## config.mk

```make
export PLATFORM = sky130hd
export DESIGN_NAME = block_hole_range_tracker
export DESIGN_NICKNAME = d
export VERILOG_FILES = /design/src/hdl/bhrt_pkg.sv /design/src/hdl/block_hole_range_tracker.sv /design/src/hdl/bhrt_ram.sv /design/src/hdl/bhrt_ctrl.sv /design/src/hdl/bhrt_dpath.sv
export SDC_FILE = /design/constraint.sdc
export NUM_CORES = 1
export LEC_CHECK = 0
export ABC_AREA = 1
export CORE_MARGIN = 4
export CORE_UTILIZATION = 32
export CTS_CLUSTER_DIAMETER = 200
export DETAILED_ROUTE_END_ITERATION = 16
export DONT_BUFFER_PORTS = 1
export GPL_TIMING_DRIVEN = 1
export SLEW_MARGIN = 25
export SYNTH_ARGS = -nofsm -noshare
export SYNTH_HDL_FRONTEND = slang
export SYNTH_SLANG_ARGS = --single-unit
```

## constraint.sdc

```tcl
create_clock -name clock -period 4.3 [get_ports clock]
set_input_delay 0.215 -clock clock [delete_from_list [all_inputs] [get_ports clock]]
set_output_delay 0.215 -clock clock [all_outputs]
set_load 0.02 [all_outputs]
```

## src/hdl/bhrt_pkg.sv

```systemverilog
package bhrt_pkg;

   localparam int MAX_RANGES_DEFAULT = 16;
   localparam int BLOCK_W = 16;
   localparam int REQ_W = 2;
   localparam int STATUS_W = 2;
   localparam int COUNT_OUT_W = 5;
   localparam int ENTRY_W = 2 * BLOCK_W;

   typedef enum logic [REQ_W-1:0] {
      REQ_APPEND   = 2'd0,
      REQ_REMOVE   = 2'd1,
      REQ_SET_LAST = 2'd2,
      REQ_CLEAR    = 2'd3
   } req_code_type;

   typedef enum logic [STATUS_W-1:0] {
      ST_OK        = 2'd0,
      ST_NOT_FOUND = 2'd1,
      ST_FULL      = 2'd2
   } status_type;

   typedef enum logic [2:0] {
      AD_IDX,
      AD_IDX_M1,
      AD_IDX_P1,
      AD_POS,
      AD_POS_P1,
      AD_CNT,
      AD_CNT_M1
   } addr_sel_type;

   typedef enum logic [2:0] {
      WD_REQ,
      WD_RD,
      WD_INC_START,
      WD_DEC_END,
      WD_CLIP,
      WD_SPLIT_HI,
      WD_SPLIT_LO
   } wdata_sel_type;

   typedef enum logic [2:0] {
      IX_HOLD,
      IX_CLR,
      IX_INC,
      IX_DEC,
      IX_CNT_M1
   } idx_op_type;

   typedef enum logic [1:0] {
      CN_HOLD,
      CN_INC,
      CN_DEC,
      CN_CLR
   } cnt_op_type;

   typedef enum logic [3:0] {
      S_IDLE,
      S_DECODE,
      S_RM_CHK,
      S_RM_EVAL,
      S_DROP_CHK,
      S_DROP_WR,
      S_UP_CHK,
      S_UP_WR,
      S_SPLIT_LO,
      S_SL_CHK,
      S_SL_EVAL,
      S_DONE
   } state_type;

   typedef struct packed {
      logic          load_req;
      logic          rd_en;
      addr_sel_type  rd_sel;
      logic          wr_en;
      addr_sel_type  wr_sel;
      wdata_sel_type wd_sel;
      logic          cap;
      idx_op_type    idx_op;
      cnt_op_type    cnt_op;
      logic          pos_ld;
      logic          st_ld;
      status_type    st_code;
      logic          rsp_load;
   } cmd_type;

   typedef struct packed {
      req_code_type req_code;
      logic         cnt_zero;
      logic         cnt_full;
      logic         idx_lt_cnt;
      logic         idx_gt_pos;
      logic         rd_s_gt;
      logic         rd_s_eq;
      logic         rd_e_lt;
      logic         rd_e_eq;
      logic         rd_e_gt;
      logic         rd_s_eq_e;
      logic         rsp_hold;
   } flags_type;

endpackage

```

## src/hdl/block_hole_range_tracker.sv

```systemverilog
// Append and clear finish straight from the decode state; remove and set-last walk the table
// entry by entry, so their time grows with the number of intervals held.
// A new request is taken only once the previous one is finished and its result is loaded;
// each table entry a walk visits is read from the RAM and then compared or written.
// A finished result waits in the output register while the next request is taken.
// Synchronous active-high reset empties the table; entries themselves are not cleared.
module block_hole_range_tracker #(
   parameter int MAX_RANGES = bhrt_pkg::MAX_RANGES_DEFAULT
) (
   input  logic                             clock,
   input  logic                             reset,
   input  logic                             req_valid,
   output logic                             req_ready,
   input  logic [bhrt_pkg::REQ_W-1:0]       req_type,
   input  logic [bhrt_pkg::BLOCK_W-1:0]     req_block_a,
   input  logic [bhrt_pkg::BLOCK_W-1:0]     req_block_b,
   output logic                             rsp_valid,
   input  logic                             rsp_ready,
   output logic [bhrt_pkg::STATUS_W-1:0]    rsp_status,
   output logic                             rsp_next_valid,
   output logic [bhrt_pkg::BLOCK_W-1:0]     rsp_next_block,
   output logic [bhrt_pkg::COUNT_OUT_W-1:0] rsp_interval_count
);

   bhrt_pkg::cmd_type   cmd;
   bhrt_pkg::flags_type flags;

   bhrt_ctrl u_ctrl (
      .clock     (clock),
      .reset     (reset),
      .req_valid (req_valid),
      .req_ready (req_ready),
      .flags     (flags),
      .cmd       (cmd)
   );

   bhrt_dpath #(
      .MAX_RANGES (MAX_RANGES)
   ) u_dpath (
      .clock              (clock),
      .reset              (reset),
      .req_type           (req_type),
      .req_block_a        (req_block_a),
      .req_block_b        (req_block_b),
      .rsp_ready          (rsp_ready),
      .rsp_valid          (rsp_valid),
      .rsp_status         (rsp_status),
      .rsp_next_valid     (rsp_next_valid),
      .rsp_next_block     (rsp_next_block),
      .rsp_interval_count (rsp_interval_count),
      .cmd                (cmd),
      .flags              (flags)
   );

   a_busy_after_accept: assert property (@(posedge clock) disable iff (reset)
      req_valid && req_ready |=> !req_ready)
      else $error("request taken while previous one still in work");

   a_empty_block_zero: assert property (@(posedge clock) disable iff (reset)
      rsp_valid && !rsp_next_valid |-> rsp_next_block == '0)
      else $error("empty table reported a nonzero first block");

   a_count_matches_valid: assert property (@(posedge clock) disable iff (reset)
      rsp_valid && (MAX_RANGES < 32) |-> rsp_next_valid == (rsp_interval_count != '0))
      else $error("interval count disagrees with next valid");

endmodule

```

## src/hdl/bhrt_ram.sv

```systemverilog
module bhrt_ram #(
   parameter int WIDTH = 32,
   parameter int DEPTH = 16
) (
   input  logic                     clock,
   input  logic                     wr_en,
   input  logic [$clog2(DEPTH)-1:0] wr_addr,
   input  logic [WIDTH-1:0]         wr_data,
   input  logic                     rd_en,
   input  logic [$clog2(DEPTH)-1:0] rd_addr,
   output logic [WIDTH-1:0]         rd_data
);

   logic [WIDTH-1:0] mem_ff [DEPTH];
   logic [WIDTH-1:0] rd_data_ff;

   always_ff @(posedge clock) begin
      if (wr_en) begin
         mem_ff[wr_addr] <= wr_data;
      end
      if (rd_en) begin
         rd_data_ff <= mem_ff[rd_addr];
      end
   end

   assign rd_data = rd_data_ff;

endmodule

```

## src/hdl/bhrt_ctrl.sv

```systemverilog
module bhrt_ctrl (
   input  logic                clock,
   input  logic                reset,
   input  logic                req_valid,
   output logic                req_ready,
   input  bhrt_pkg::flags_type flags,
   output bhrt_pkg::cmd_type   cmd
);

   bhrt_pkg::state_type state_ff, state_in;

   always_ff @(posedge clock) begin
      if (reset) begin
         state_ff <= bhrt_pkg::S_IDLE;
      end else begin
         state_ff <= state_in;
      end
   end

   always_comb begin
      state_in = state_ff;
      cmd = '0;
      cmd.rd_sel = bhrt_pkg::AD_IDX;
      cmd.wr_sel = bhrt_pkg::AD_IDX;
      cmd.wd_sel = bhrt_pkg::WD_REQ;
      cmd.idx_op = bhrt_pkg::IX_HOLD;
      cmd.cnt_op = bhrt_pkg::CN_HOLD;
      cmd.st_code = bhrt_pkg::ST_OK;
      req_ready = 1'b0;
      case (state_ff)
         bhrt_pkg::S_IDLE: begin
            req_ready = 1'b1;
            if (req_valid) begin
               cmd.load_req = 1'b1;
               state_in = bhrt_pkg::S_DECODE;
            end
         end
         bhrt_pkg::S_DECODE: begin
            cmd.st_ld = 1'b1;
            cmd.st_code = bhrt_pkg::ST_OK;
            case (flags.req_code)
               bhrt_pkg::REQ_APPEND: begin
                  if (flags.cnt_full) begin
                     cmd.st_code = bhrt_pkg::ST_FULL;
                  end else begin
                     cmd.wr_en = 1'b1;
                     cmd.wr_sel = bhrt_pkg::AD_CNT;
                     cmd.wd_sel = bhrt_pkg::WD_REQ;
                     cmd.cnt_op = bhrt_pkg::CN_INC;
                  end
                  state_in = bhrt_pkg::S_DONE;
               end
               bhrt_pkg::REQ_REMOVE: begin
                  cmd.idx_op = bhrt_pkg::IX_CLR;
                  state_in = bhrt_pkg::S_RM_CHK;
               end
               bhrt_pkg::REQ_SET_LAST: begin
                  state_in = bhrt_pkg::S_SL_CHK;
               end
               default: begin
                  cmd.cnt_op = bhrt_pkg::CN_CLR;
                  state_in = bhrt_pkg::S_DONE;
               end
            endcase
         end
         bhrt_pkg::S_RM_CHK: begin
            if (flags.idx_lt_cnt) begin
               cmd.rd_en = 1'b1;
               cmd.rd_sel = bhrt_pkg::AD_IDX;
               state_in = bhrt_pkg::S_RM_EVAL;
            end else begin
               cmd.st_ld = 1'b1;
               cmd.st_code = bhrt_pkg::ST_NOT_FOUND;
               state_in = bhrt_pkg::S_DONE;
            end
         end
         bhrt_pkg::S_RM_EVAL: begin
            cmd.cap = 1'b1;
            if (flags.rd_e_lt) begin
               cmd.idx_op = bhrt_pkg::IX_INC;
               state_in = bhrt_pkg::S_RM_CHK;
            end else if (flags.rd_s_gt) begin
               cmd.st_ld = 1'b1;
               cmd.st_code = bhrt_pkg::ST_NOT_FOUND;
               state_in = bhrt_pkg::S_DONE;
            end else if (flags.rd_s_eq) begin
               if (flags.rd_s_eq_e) begin
                  cmd.idx_op = bhrt_pkg::IX_INC;
                  state_in = bhrt_pkg::S_DROP_CHK;
               end else begin
                  cmd.wr_en = 1'b1;
                  cmd.wr_sel = bhrt_pkg::AD_IDX;
                  cmd.wd_sel = bhrt_pkg::WD_INC_START;
                  state_in = bhrt_pkg::S_DONE;
               end
            end else if (flags.rd_e_eq) begin
               cmd.wr_en = 1'b1;
               cmd.wr_sel = bhrt_pkg::AD_IDX;
               cmd.wd_sel = bhrt_pkg::WD_DEC_END;
               state_in = bhrt_pkg::S_DONE;
            end else if (flags.cnt_full) begin
               cmd.st_ld = 1'b1;
               cmd.st_code = bhrt_pkg::ST_FULL;
               state_in = bhrt_pkg::S_DONE;
            end else begin
               cmd.pos_ld = 1'b1;
               cmd.idx_op = bhrt_pkg::IX_CNT_M1;
               state_in = bhrt_pkg::S_UP_CHK;
            end
         end
         bhrt_pkg::S_DROP_CHK: begin
            if (flags.idx_lt_cnt) begin
               cmd.rd_en = 1'b1;
               cmd.rd_sel = bhrt_pkg::AD_IDX;
               state_in = bhrt_pkg::S_DROP_WR;
            end else begin
               cmd.cnt_op = bhrt_pkg::CN_DEC;
               state_in = bhrt_pkg::S_DONE;
            end
         end
         bhrt_pkg::S_DROP_WR: begin
            cmd.wr_en = 1'b1;
            cmd.wr_sel = bhrt_pkg::AD_IDX_M1;
            cmd.wd_sel = bhrt_pkg::WD_RD;
            cmd.idx_op = bhrt_pkg::IX_INC;
            state_in = bhrt_pkg::S_DROP_CHK;
         end
         bhrt_pkg::S_UP_CHK: begin
            if (flags.idx_gt_pos) begin
               cmd.rd_en = 1'b1;
               cmd.rd_sel = bhrt_pkg::AD_IDX;
               state_in = bhrt_pkg::S_UP_WR;
            end else begin
               cmd.wr_en = 1'b1;
               cmd.wr_sel = bhrt_pkg::AD_POS_P1;
               cmd.wd_sel = bhrt_pkg::WD_SPLIT_HI;
               state_in = bhrt_pkg::S_SPLIT_LO;
            end
         end
         bhrt_pkg::S_UP_WR: begin
            cmd.wr_en = 1'b1;
            cmd.wr_sel = bhrt_pkg::AD_IDX_P1;
            cmd.wd_sel = bhrt_pkg::WD_RD;
            cmd.idx_op = bhrt_pkg::IX_DEC;
            state_in = bhrt_pkg::S_UP_CHK;
         end
         bhrt_pkg::S_SPLIT_LO: begin
            cmd.wr_en = 1'b1;
            cmd.wr_sel = bhrt_pkg::AD_POS;
            cmd.wd_sel = bhrt_pkg::WD_SPLIT_LO;
            cmd.cnt_op = bhrt_pkg::CN_INC;
            state_in = bhrt_pkg::S_DONE;
         end
         bhrt_pkg::S_SL_CHK: begin
            if (flags.cnt_zero) begin
               state_in = bhrt_pkg::S_DONE;
            end else begin
               cmd.rd_en = 1'b1;
               cmd.rd_sel = bhrt_pkg::AD_CNT_M1;
               state_in = bhrt_pkg::S_SL_EVAL;
            end
         end
         bhrt_pkg::S_SL_EVAL: begin
            if (flags.rd_s_gt) begin
               cmd.cnt_op = bhrt_pkg::CN_DEC;
               state_in = bhrt_pkg::S_SL_CHK;
            end else begin
               if (flags.rd_e_gt) begin
                  cmd.wr_en = 1'b1;
                  cmd.wr_sel = bhrt_pkg::AD_CNT_M1;
                  cmd.wd_sel = bhrt_pkg::WD_CLIP;
               end
               state_in = bhrt_pkg::S_DONE;
            end
         end
         bhrt_pkg::S_DONE: begin
            if (!flags.rsp_hold) begin
               cmd.rsp_load = 1'b1;
               state_in = bhrt_pkg::S_IDLE;
            end
         end
         default: begin
            state_in = bhrt_pkg::S_IDLE;
         end
      endcase
   end

endmodule

```

## src/hdl/bhrt_dpath.sv

```systemverilog
module bhrt_dpath #(
   parameter int MAX_RANGES = bhrt_pkg::MAX_RANGES_DEFAULT
) (
   input  logic                                clock,
   input  logic                                reset,
   input  logic [bhrt_pkg::REQ_W-1:0]          req_type,
   input  logic [bhrt_pkg::BLOCK_W-1:0]        req_block_a,
   input  logic [bhrt_pkg::BLOCK_W-1:0]        req_block_b,
   input  logic                                rsp_ready,
   output logic                                rsp_valid,
   output logic [bhrt_pkg::STATUS_W-1:0]       rsp_status,
   output logic                                rsp_next_valid,
   output logic [bhrt_pkg::BLOCK_W-1:0]        rsp_next_block,
   output logic [bhrt_pkg::COUNT_OUT_W-1:0]    rsp_interval_count,
   input  bhrt_pkg::cmd_type                   cmd,
   output bhrt_pkg::flags_type                 flags
);

   localparam int AW = $clog2(MAX_RANGES);
   localparam int CW = $clog2(MAX_RANGES + 1);
   localparam int BW = bhrt_pkg::BLOCK_W;

   logic [CW-1:0] count_ff, count_in;
   logic [CW-1:0] idx_ff, idx_in;
   logic [CW-1:0] pos_ff;
   bhrt_pkg::req_code_type code_ff;
   logic [BW-1:0] num_ff;
   logic [BW-1:0] bval_ff;
   logic [BW-1:0] s_ff;
   logic [BW-1:0] e_ff;
   logic [BW-1:0] head_ff;
   bhrt_pkg::status_type status_ff;
   logic rsp_valid_ff;
   logic [bhrt_pkg::STATUS_W-1:0] rsp_status_ff;
   logic rsp_next_valid_ff;
   logic [BW-1:0] rsp_next_block_ff;
   logic [bhrt_pkg::COUNT_OUT_W-1:0] rsp_interval_count_ff;

   logic [bhrt_pkg::ENTRY_W-1:0] rd_data;
   logic [bhrt_pkg::ENTRY_W-1:0] wr_data;
   logic [BW-1:0] rd_s, rd_e;
   logic [CW-1:0] rd_addr_full, wr_addr_full;
   logic [AW-1:0] rd_addr, wr_addr;

   assign rd_s = rd_data[bhrt_pkg::ENTRY_W-1:BW];
   assign rd_e = rd_data[BW-1:0];

   function automatic logic [CW-1:0] pick_addr(
      input bhrt_pkg::addr_sel_type sel,
      input logic [CW-1:0] idx,
      input logic [CW-1:0] pos,
      input logic [CW-1:0] cnt
   );
      logic [CW-1:0] a;
      case (sel)
         bhrt_pkg::AD_IDX:    a = idx;
         bhrt_pkg::AD_IDX_M1: a = idx - CW'(1);
         bhrt_pkg::AD_IDX_P1: a = idx + CW'(1);
         bhrt_pkg::AD_POS:    a = pos;
         bhrt_pkg::AD_POS_P1: a = pos + CW'(1);
         bhrt_pkg::AD_CNT:    a = cnt;
         bhrt_pkg::AD_CNT_M1: a = cnt - CW'(1);
         default:             a = idx;
      endcase
      return a;
   endfunction

   assign rd_addr_full = pick_addr(cmd.rd_sel, idx_ff, pos_ff, count_ff);
   assign wr_addr_full = pick_addr(cmd.wr_sel, idx_ff, pos_ff, count_ff);
   assign rd_addr = rd_addr_full[AW-1:0];
   assign wr_addr = wr_addr_full[AW-1:0];

   always_comb begin
      case (cmd.wd_sel)
         bhrt_pkg::WD_REQ:       wr_data = {num_ff, bval_ff};
         bhrt_pkg::WD_RD:        wr_data = rd_data;
         bhrt_pkg::WD_INC_START: wr_data = {rd_s + BW'(1), rd_e};
         bhrt_pkg::WD_DEC_END:   wr_data = {rd_s, rd_e - BW'(1)};
         bhrt_pkg::WD_CLIP:      wr_data = {rd_s, num_ff};
         bhrt_pkg::WD_SPLIT_HI:  wr_data = {num_ff + BW'(1), e_ff};
         bhrt_pkg::WD_SPLIT_LO:  wr_data = {s_ff, num_ff - BW'(1)};
         default:                wr_data = rd_data;
      endcase
   end

   bhrt_ram #(
      .WIDTH (bhrt_pkg::ENTRY_W),
      .DEPTH (MAX_RANGES)
   ) u_table (
      .clock   (clock),
      .wr_en   (cmd.wr_en),
      .wr_addr (wr_addr),
      .wr_data (wr_data),
      .rd_en   (cmd.rd_en),
      .rd_addr (rd_addr),
      .rd_data (rd_data)
   );

   always_comb begin
      case (cmd.cnt_op)
         bhrt_pkg::CN_INC: count_in = count_ff + CW'(1);
         bhrt_pkg::CN_DEC: count_in = count_ff - CW'(1);
         bhrt_pkg::CN_CLR: count_in = '0;
         default:          count_in = count_ff;
      endcase
      case (cmd.idx_op)
         bhrt_pkg::IX_CLR:    idx_in = '0;
         bhrt_pkg::IX_INC:    idx_in = idx_ff + CW'(1);
         bhrt_pkg::IX_DEC:    idx_in = idx_ff - CW'(1);
         bhrt_pkg::IX_CNT_M1: idx_in = count_ff - CW'(1);
         default:             idx_in = idx_ff;
      endcase
   end

   always_ff @(posedge clock) begin
      if (reset) begin
         count_ff <= '0;
         rsp_valid_ff <= 1'b0;
      end else begin
         count_ff <= count_in;
         if (cmd.rsp_load) begin
            rsp_valid_ff <= 1'b1;
         end else if (rsp_ready) begin
            rsp_valid_ff <= 1'b0;
         end
      end
   end

   always_ff @(posedge clock) begin
      idx_ff <= idx_in;
      if (cmd.load_req) begin
         code_ff <= bhrt_pkg::req_code_type'(req_type);
         num_ff <= req_block_a;
         bval_ff <= req_block_b;
      end
      if (cmd.pos_ld) begin
         pos_ff <= idx_ff;
      end
      if (cmd.cap) begin
         s_ff <= rd_s;
         e_ff <= rd_e;
      end
      if (cmd.wr_en && (wr_addr_full == '0)) begin
         head_ff <= wr_data[bhrt_pkg::ENTRY_W-1:BW];
      end
      if (cmd.st_ld) begin
         status_ff <= cmd.st_code;
      end
      if (cmd.rsp_load) begin
         rsp_status_ff <= status_ff;
         rsp_next_valid_ff <= (count_ff != '0);
         rsp_next_block_ff <= (count_ff != '0) ? head_ff : '0;
         rsp_interval_count_ff <= bhrt_pkg::COUNT_OUT_W'(count_ff);
      end
   end

   assign flags.req_code = code_ff;
   assign flags.cnt_zero = (count_ff == '0);
   assign flags.cnt_full = (count_ff >= CW'(MAX_RANGES));
   assign flags.idx_lt_cnt = (idx_ff < count_ff);
   assign flags.idx_gt_pos = (idx_ff > pos_ff);
   assign flags.rd_s_gt = (rd_s > num_ff);
   assign flags.rd_s_eq = (rd_s == num_ff);
   assign flags.rd_e_lt = (rd_e < num_ff);
   assign flags.rd_e_eq = (rd_e == num_ff);
   assign flags.rd_e_gt = (rd_e > num_ff);
   assign flags.rd_s_eq_e = (rd_s == rd_e);
   assign flags.rsp_hold = rsp_valid_ff && !rsp_ready;

   assign rsp_valid = rsp_valid_ff;
   assign rsp_status = rsp_status_ff;
   assign rsp_next_valid = rsp_next_valid_ff;
   assign rsp_next_block = rsp_next_block_ff;
   assign rsp_interval_count = rsp_interval_count_ff;

endmodule

```

==> results.toml <==
[power]
seqPwrFrac_pct = 40.8
p_sw_mw = 8.49
power.internal_mw = 14.7
p_per_area_mw_per_mm2 = 664
power_leakage_nw = 12.1
p_clk_share_pct = 26.9
switching_share_pct = 36.7
p_total_mw = 23.1
pwr-share-comb_pct = 32.3
ir_worst_vdd_mv = 0.305

[global_routing]
use_met3_pct = 3.31
gr-usage-all-layers_pct = 17.4
grt_most_used_layer = "met2"
grt_pass1_vias = 19700
use_met1_pct = 23.9
grt_pass1_wl_mm = 129
grt_overflow_total = 0
grt_max_degree = 129
antenna_found_initial = 3
use_met2_pct = 27.4

[detailed_routing]
drtIter0Drc = 2189
vias = 20700
wl_per_cell_um = 22.2
dr.pass1.iters = 6
via_per_inst = 5.25
ant_nets = 0
postRouteWirelength_mm = 87.4
route.detailed.drc = 0

[synthesis]
syn_nets = 2620
synth_top_cell_by_area = "edfxtp_1"
syn_inst = 2534
postSynthRegisterBits = 672
synth_top_area_share_pct = 66.8
synth_flop_cell = "edfxtp_1"
seq_area_frac_synth_pct = 67.5
async_flop_share_pct = 0
synth_area_mm2 = 0.0298
netlist_top_cells_area = "edfxtp_1, nor2_1, nand2_1, o21ai_0, o221ai_1"
synth.avg_cell_area_um2 = 11.7
synthDistinctLibCells = 56
synth_edf_count = 662
synth_warnings = 0

[sta]
min_period_ns = 3.94
finalCritPeriodShare_pct = 91.7
setup_viol = 0
report.final.slew_viol_count = 0
fmax_ghz = 0.254
relSlewSlack_pct = 35.8
finalHoldViolCount = 0
grt_setup_unrepaired = "no"
fin_hold_ws_ns = 0.0663
setup-tns-final_ns = 0
setup_ws_ns = 0.356
tightest_slew_ns = 0.961
fin_skew_ns = 0.0311

[cells_and_area]
regArea_mm2 = 0.0201
multiInputGateArea_mm2 = 0.00864
nFillCells = 8803
drive_gt1_share_pct = 12.4
nets = 2724
area_growth_pct = 17.1
fin_util_pct = 37.9
design_area_mm2 = 0.0349
fin_cells = 3939

[critical_path]
reg2reg_depth = 18
worst-path-buf-inv = 4
r2r_end = "u_dpath.u_table.mem_ff[13][27]$_DFFE_PP_"
critPathCaptureType = "flip-flop"
path_cells = "inv_1 -> ha_1 -> nand2_1 -> inv_1 -> nand3_1 -> nand3_1 -> nand2_2 -> nand2_2 -> nand2_2 -> inv_2 -> nand2_4 -> nand3_2 -> nor3_4 -> buf_4 -> nand2_1 -> nand2_1 -> nor2_1 -> nand2_1"
critPathLaunchType = "flip-flop"
worstPathRequired_ns = 4.62
worstSetupPathType = "flip-flop to flip-flop"
critPathMaxFanout = 17
critPathMaxStageDelay_ns = 0.57
path_delay_family = "simple AND/OR/NAND/NOR gates"
cpMostUsedCell = "nand2_1"
critical_path_arrival_ns = 4.27
ff2ff_setup_slack_ns = 0.36
rr_startpoint = "u_dpath.num_ff[3]$_DFFE_PP_"
cpMaxStageDelayCell = "nor3_4"

[floorplanning]
placementRows = 111
die-area_mm2 = 0.0980
ios = 64
start_util_pct = 32.4
core-area_mm2 = 0.0919
die_y_um = 313
die_w_um = 313

[placement]
gp_congestion = 0.955
port_buffers = 0
pre_cts_ws_ns = 0.434
dp.cells = 3768
post_dp_cell_area_mm2 = 0.0321
hpwl_mm = 54.8

[clock_network]
clockRootBuffer = "clkbuf_16"
clk_pin_slew_ns = 0.06
clkLatencyLatePin_ns = 0.63
cts-resized-gates = 0
cts_buffers = 72
cts_setup_buffers = 0
cts.sinks = 672
tritoncts = "done"
htreeDepth = 3
clockBufferDepth = 3

[hold_path]
hold_path_depth = 2
hold_start = "req_valid"
whs_endpoint = "u_dpath.num_ff[13]$_DFFE_PP_"
worstHoldPathType = "input pin to flip-flop"

[flow_run]
cap_violations = 0

[status]
status = "complete, no violations"
per-layer routing:
layer	part of all wire [%]	up-vias
met3	8.1	156
met1	43	10200
met2	46	862
li1	-	9447
met5	0.032	-
met4	3.3	4
power by group through the flow:
| stage | sequential [mW] | clock, mW | combinational, mW |
|---|---|---|---|
| finish | 9.45 | 6.23 | 7.47 |
| global route | 9.48 | 6.65 | 8.15 |
| CTS | 9.44 | 6.35 | 7.45 |
| detailed placement | 9.57 | 0 | 7.39 |
| global placement | 9.56 | 0 | 7.34 |
| floorplan | 9.47 | 0 | 4.25 |
Yosys cell counts, drive strengths merged, types with 2 or more instances:
cell type	n
o22ai	43
o21bai	2
a22oi	6
o21ai	323
nor3	18
a31oi	4
clkbuf	32
o211ai	36
or2	3
a21o	2
nand4	36
nand2	355
nor2	400
xor2	30
nand3	101
a211oi	3
inv	167
dfxtp	10
ha	48
a21oi	33
edfxtp	662
o221ai	97
a221oi	2
nand3b	3
buf	91
o2111ai	13
xnor2	5
repair_timing:
| action | 4_1_cts | 5_1_grt |
|---|---|---|
| endpoints found under the hold margin | 44 | 0 |
| hold buffers | 39 | 0 |
| setup endpoints to repair | 0 | 0 |
layout make-up:
cell class,instances,area share [%]
flip-flops and latches,672,57.6
inverters,167,1.82
multi-input cells,1572,24.8
repair buffers,153,4.51
clock inverters,46,1.53
well taps,1243,4.46
diodes,1,0.00718
clock buffers,85,5.31
sequential cells by signal, indices dropped and copies added, names as in the netlist, 16 cells and up:
register	count
u_dpath.num_ff	16
u_dpath.bval_ff	16
u_dpath.s_ff	16
u_dpath.u_table.mem_ff	512
u_dpath.e_ff	16
u_dpath.head_ff	16
u_dpath.rsp_next_block	16
u_dpath.u_table.rd_data	32
worst max-delay path by stage:
stage | from | to | slack (ns) | cells past startpoint
finish | u_dpath.num_ff[3]$_DFFE_PP_ | u_dpath.u_table.mem_ff[13][27]$_DFFE_PP_ | 0.36 | 18
detailed placement | u_dpath.num_ff[3]$_DFFE_PP_ | u_dpath.u_table.mem_ff[14][27]$_DFFE_PP_ | 0.43 | 18
global route | u_dpath.num_ff[5]$_DFFE_PP_ | u_dpath.u_table.mem_ff[13][27]$_DFFE_PP_ | 0.19 | 18
floorplan | u_ctrl.state_ff[0]$_SDFFE_PP0P_ | u_dpath.u_table.mem_ff[10][0]$_DFFE_PP_ | 0.16 | 10
global placement | u_dpath.u_table.rd_data[3]$_DFFE_PP_ | u_dpath.u_table.mem_ff[14][27]$_DFFE_PP_ | 0.49 | 17
CTS | u_dpath.num_ff[3]$_DFFE_PP_ | u_dpath.u_table.mem_ff[13][27]$_DFFE_PP_ | 0.41 | 18
cells in the final DEF (no fill, tap or decap), types with 39 or more instances in the layout:
master / netlist / layout
buf_4: 3 / 88
clkbuf_16: 0 / 72
dlygate4sd3_1: 0 / 39
edfxtp_1: 662 / 662
ha_1: 48 / 48
inv_1: 145 / 145
nand2_1: 336 / 336
nand3_1: 94 / 93
nor2_1: 376 / 358
o21ai_0: 242 / 242
o21ai_1: 68 / 67
o221ai_1: 97 / 97
o22ai_1: 43 / 43
cells by family after synthesis:
family | Yosys count | synth area share (%)
and+or+nand+nor | 918 | 13.3
DFF | 672 | 67.5
AOI/OAI and AO/OA | 571 | 12.0
buffers and inverters | 290 | 4.19
adders and majority gates | 48 | 2.02
xor gates and xnor gates | 35 | 1.03
worst register-to-register path: stages (launching register included):
cell and delay, ns:
edfxtp_1 0.50, inv_1 0.19, ha_1 0.28, nand2_1 0.13, inv_1 0.08, nand3_1 0.08, nand3_1 0.15, nand2_2 0.13
nand2_2 0.08, nand2_2 0.09, inv_2 0.07, nand2_4 0.17, nand3_2 0.16, nor3_4 0.57, buf_4 0.29, nand2_1 0.09
nand2_1 0.10, nor2_1 0.05, nand2_1 0.44
Note: power is estimated with default switching activity, not from simulation.
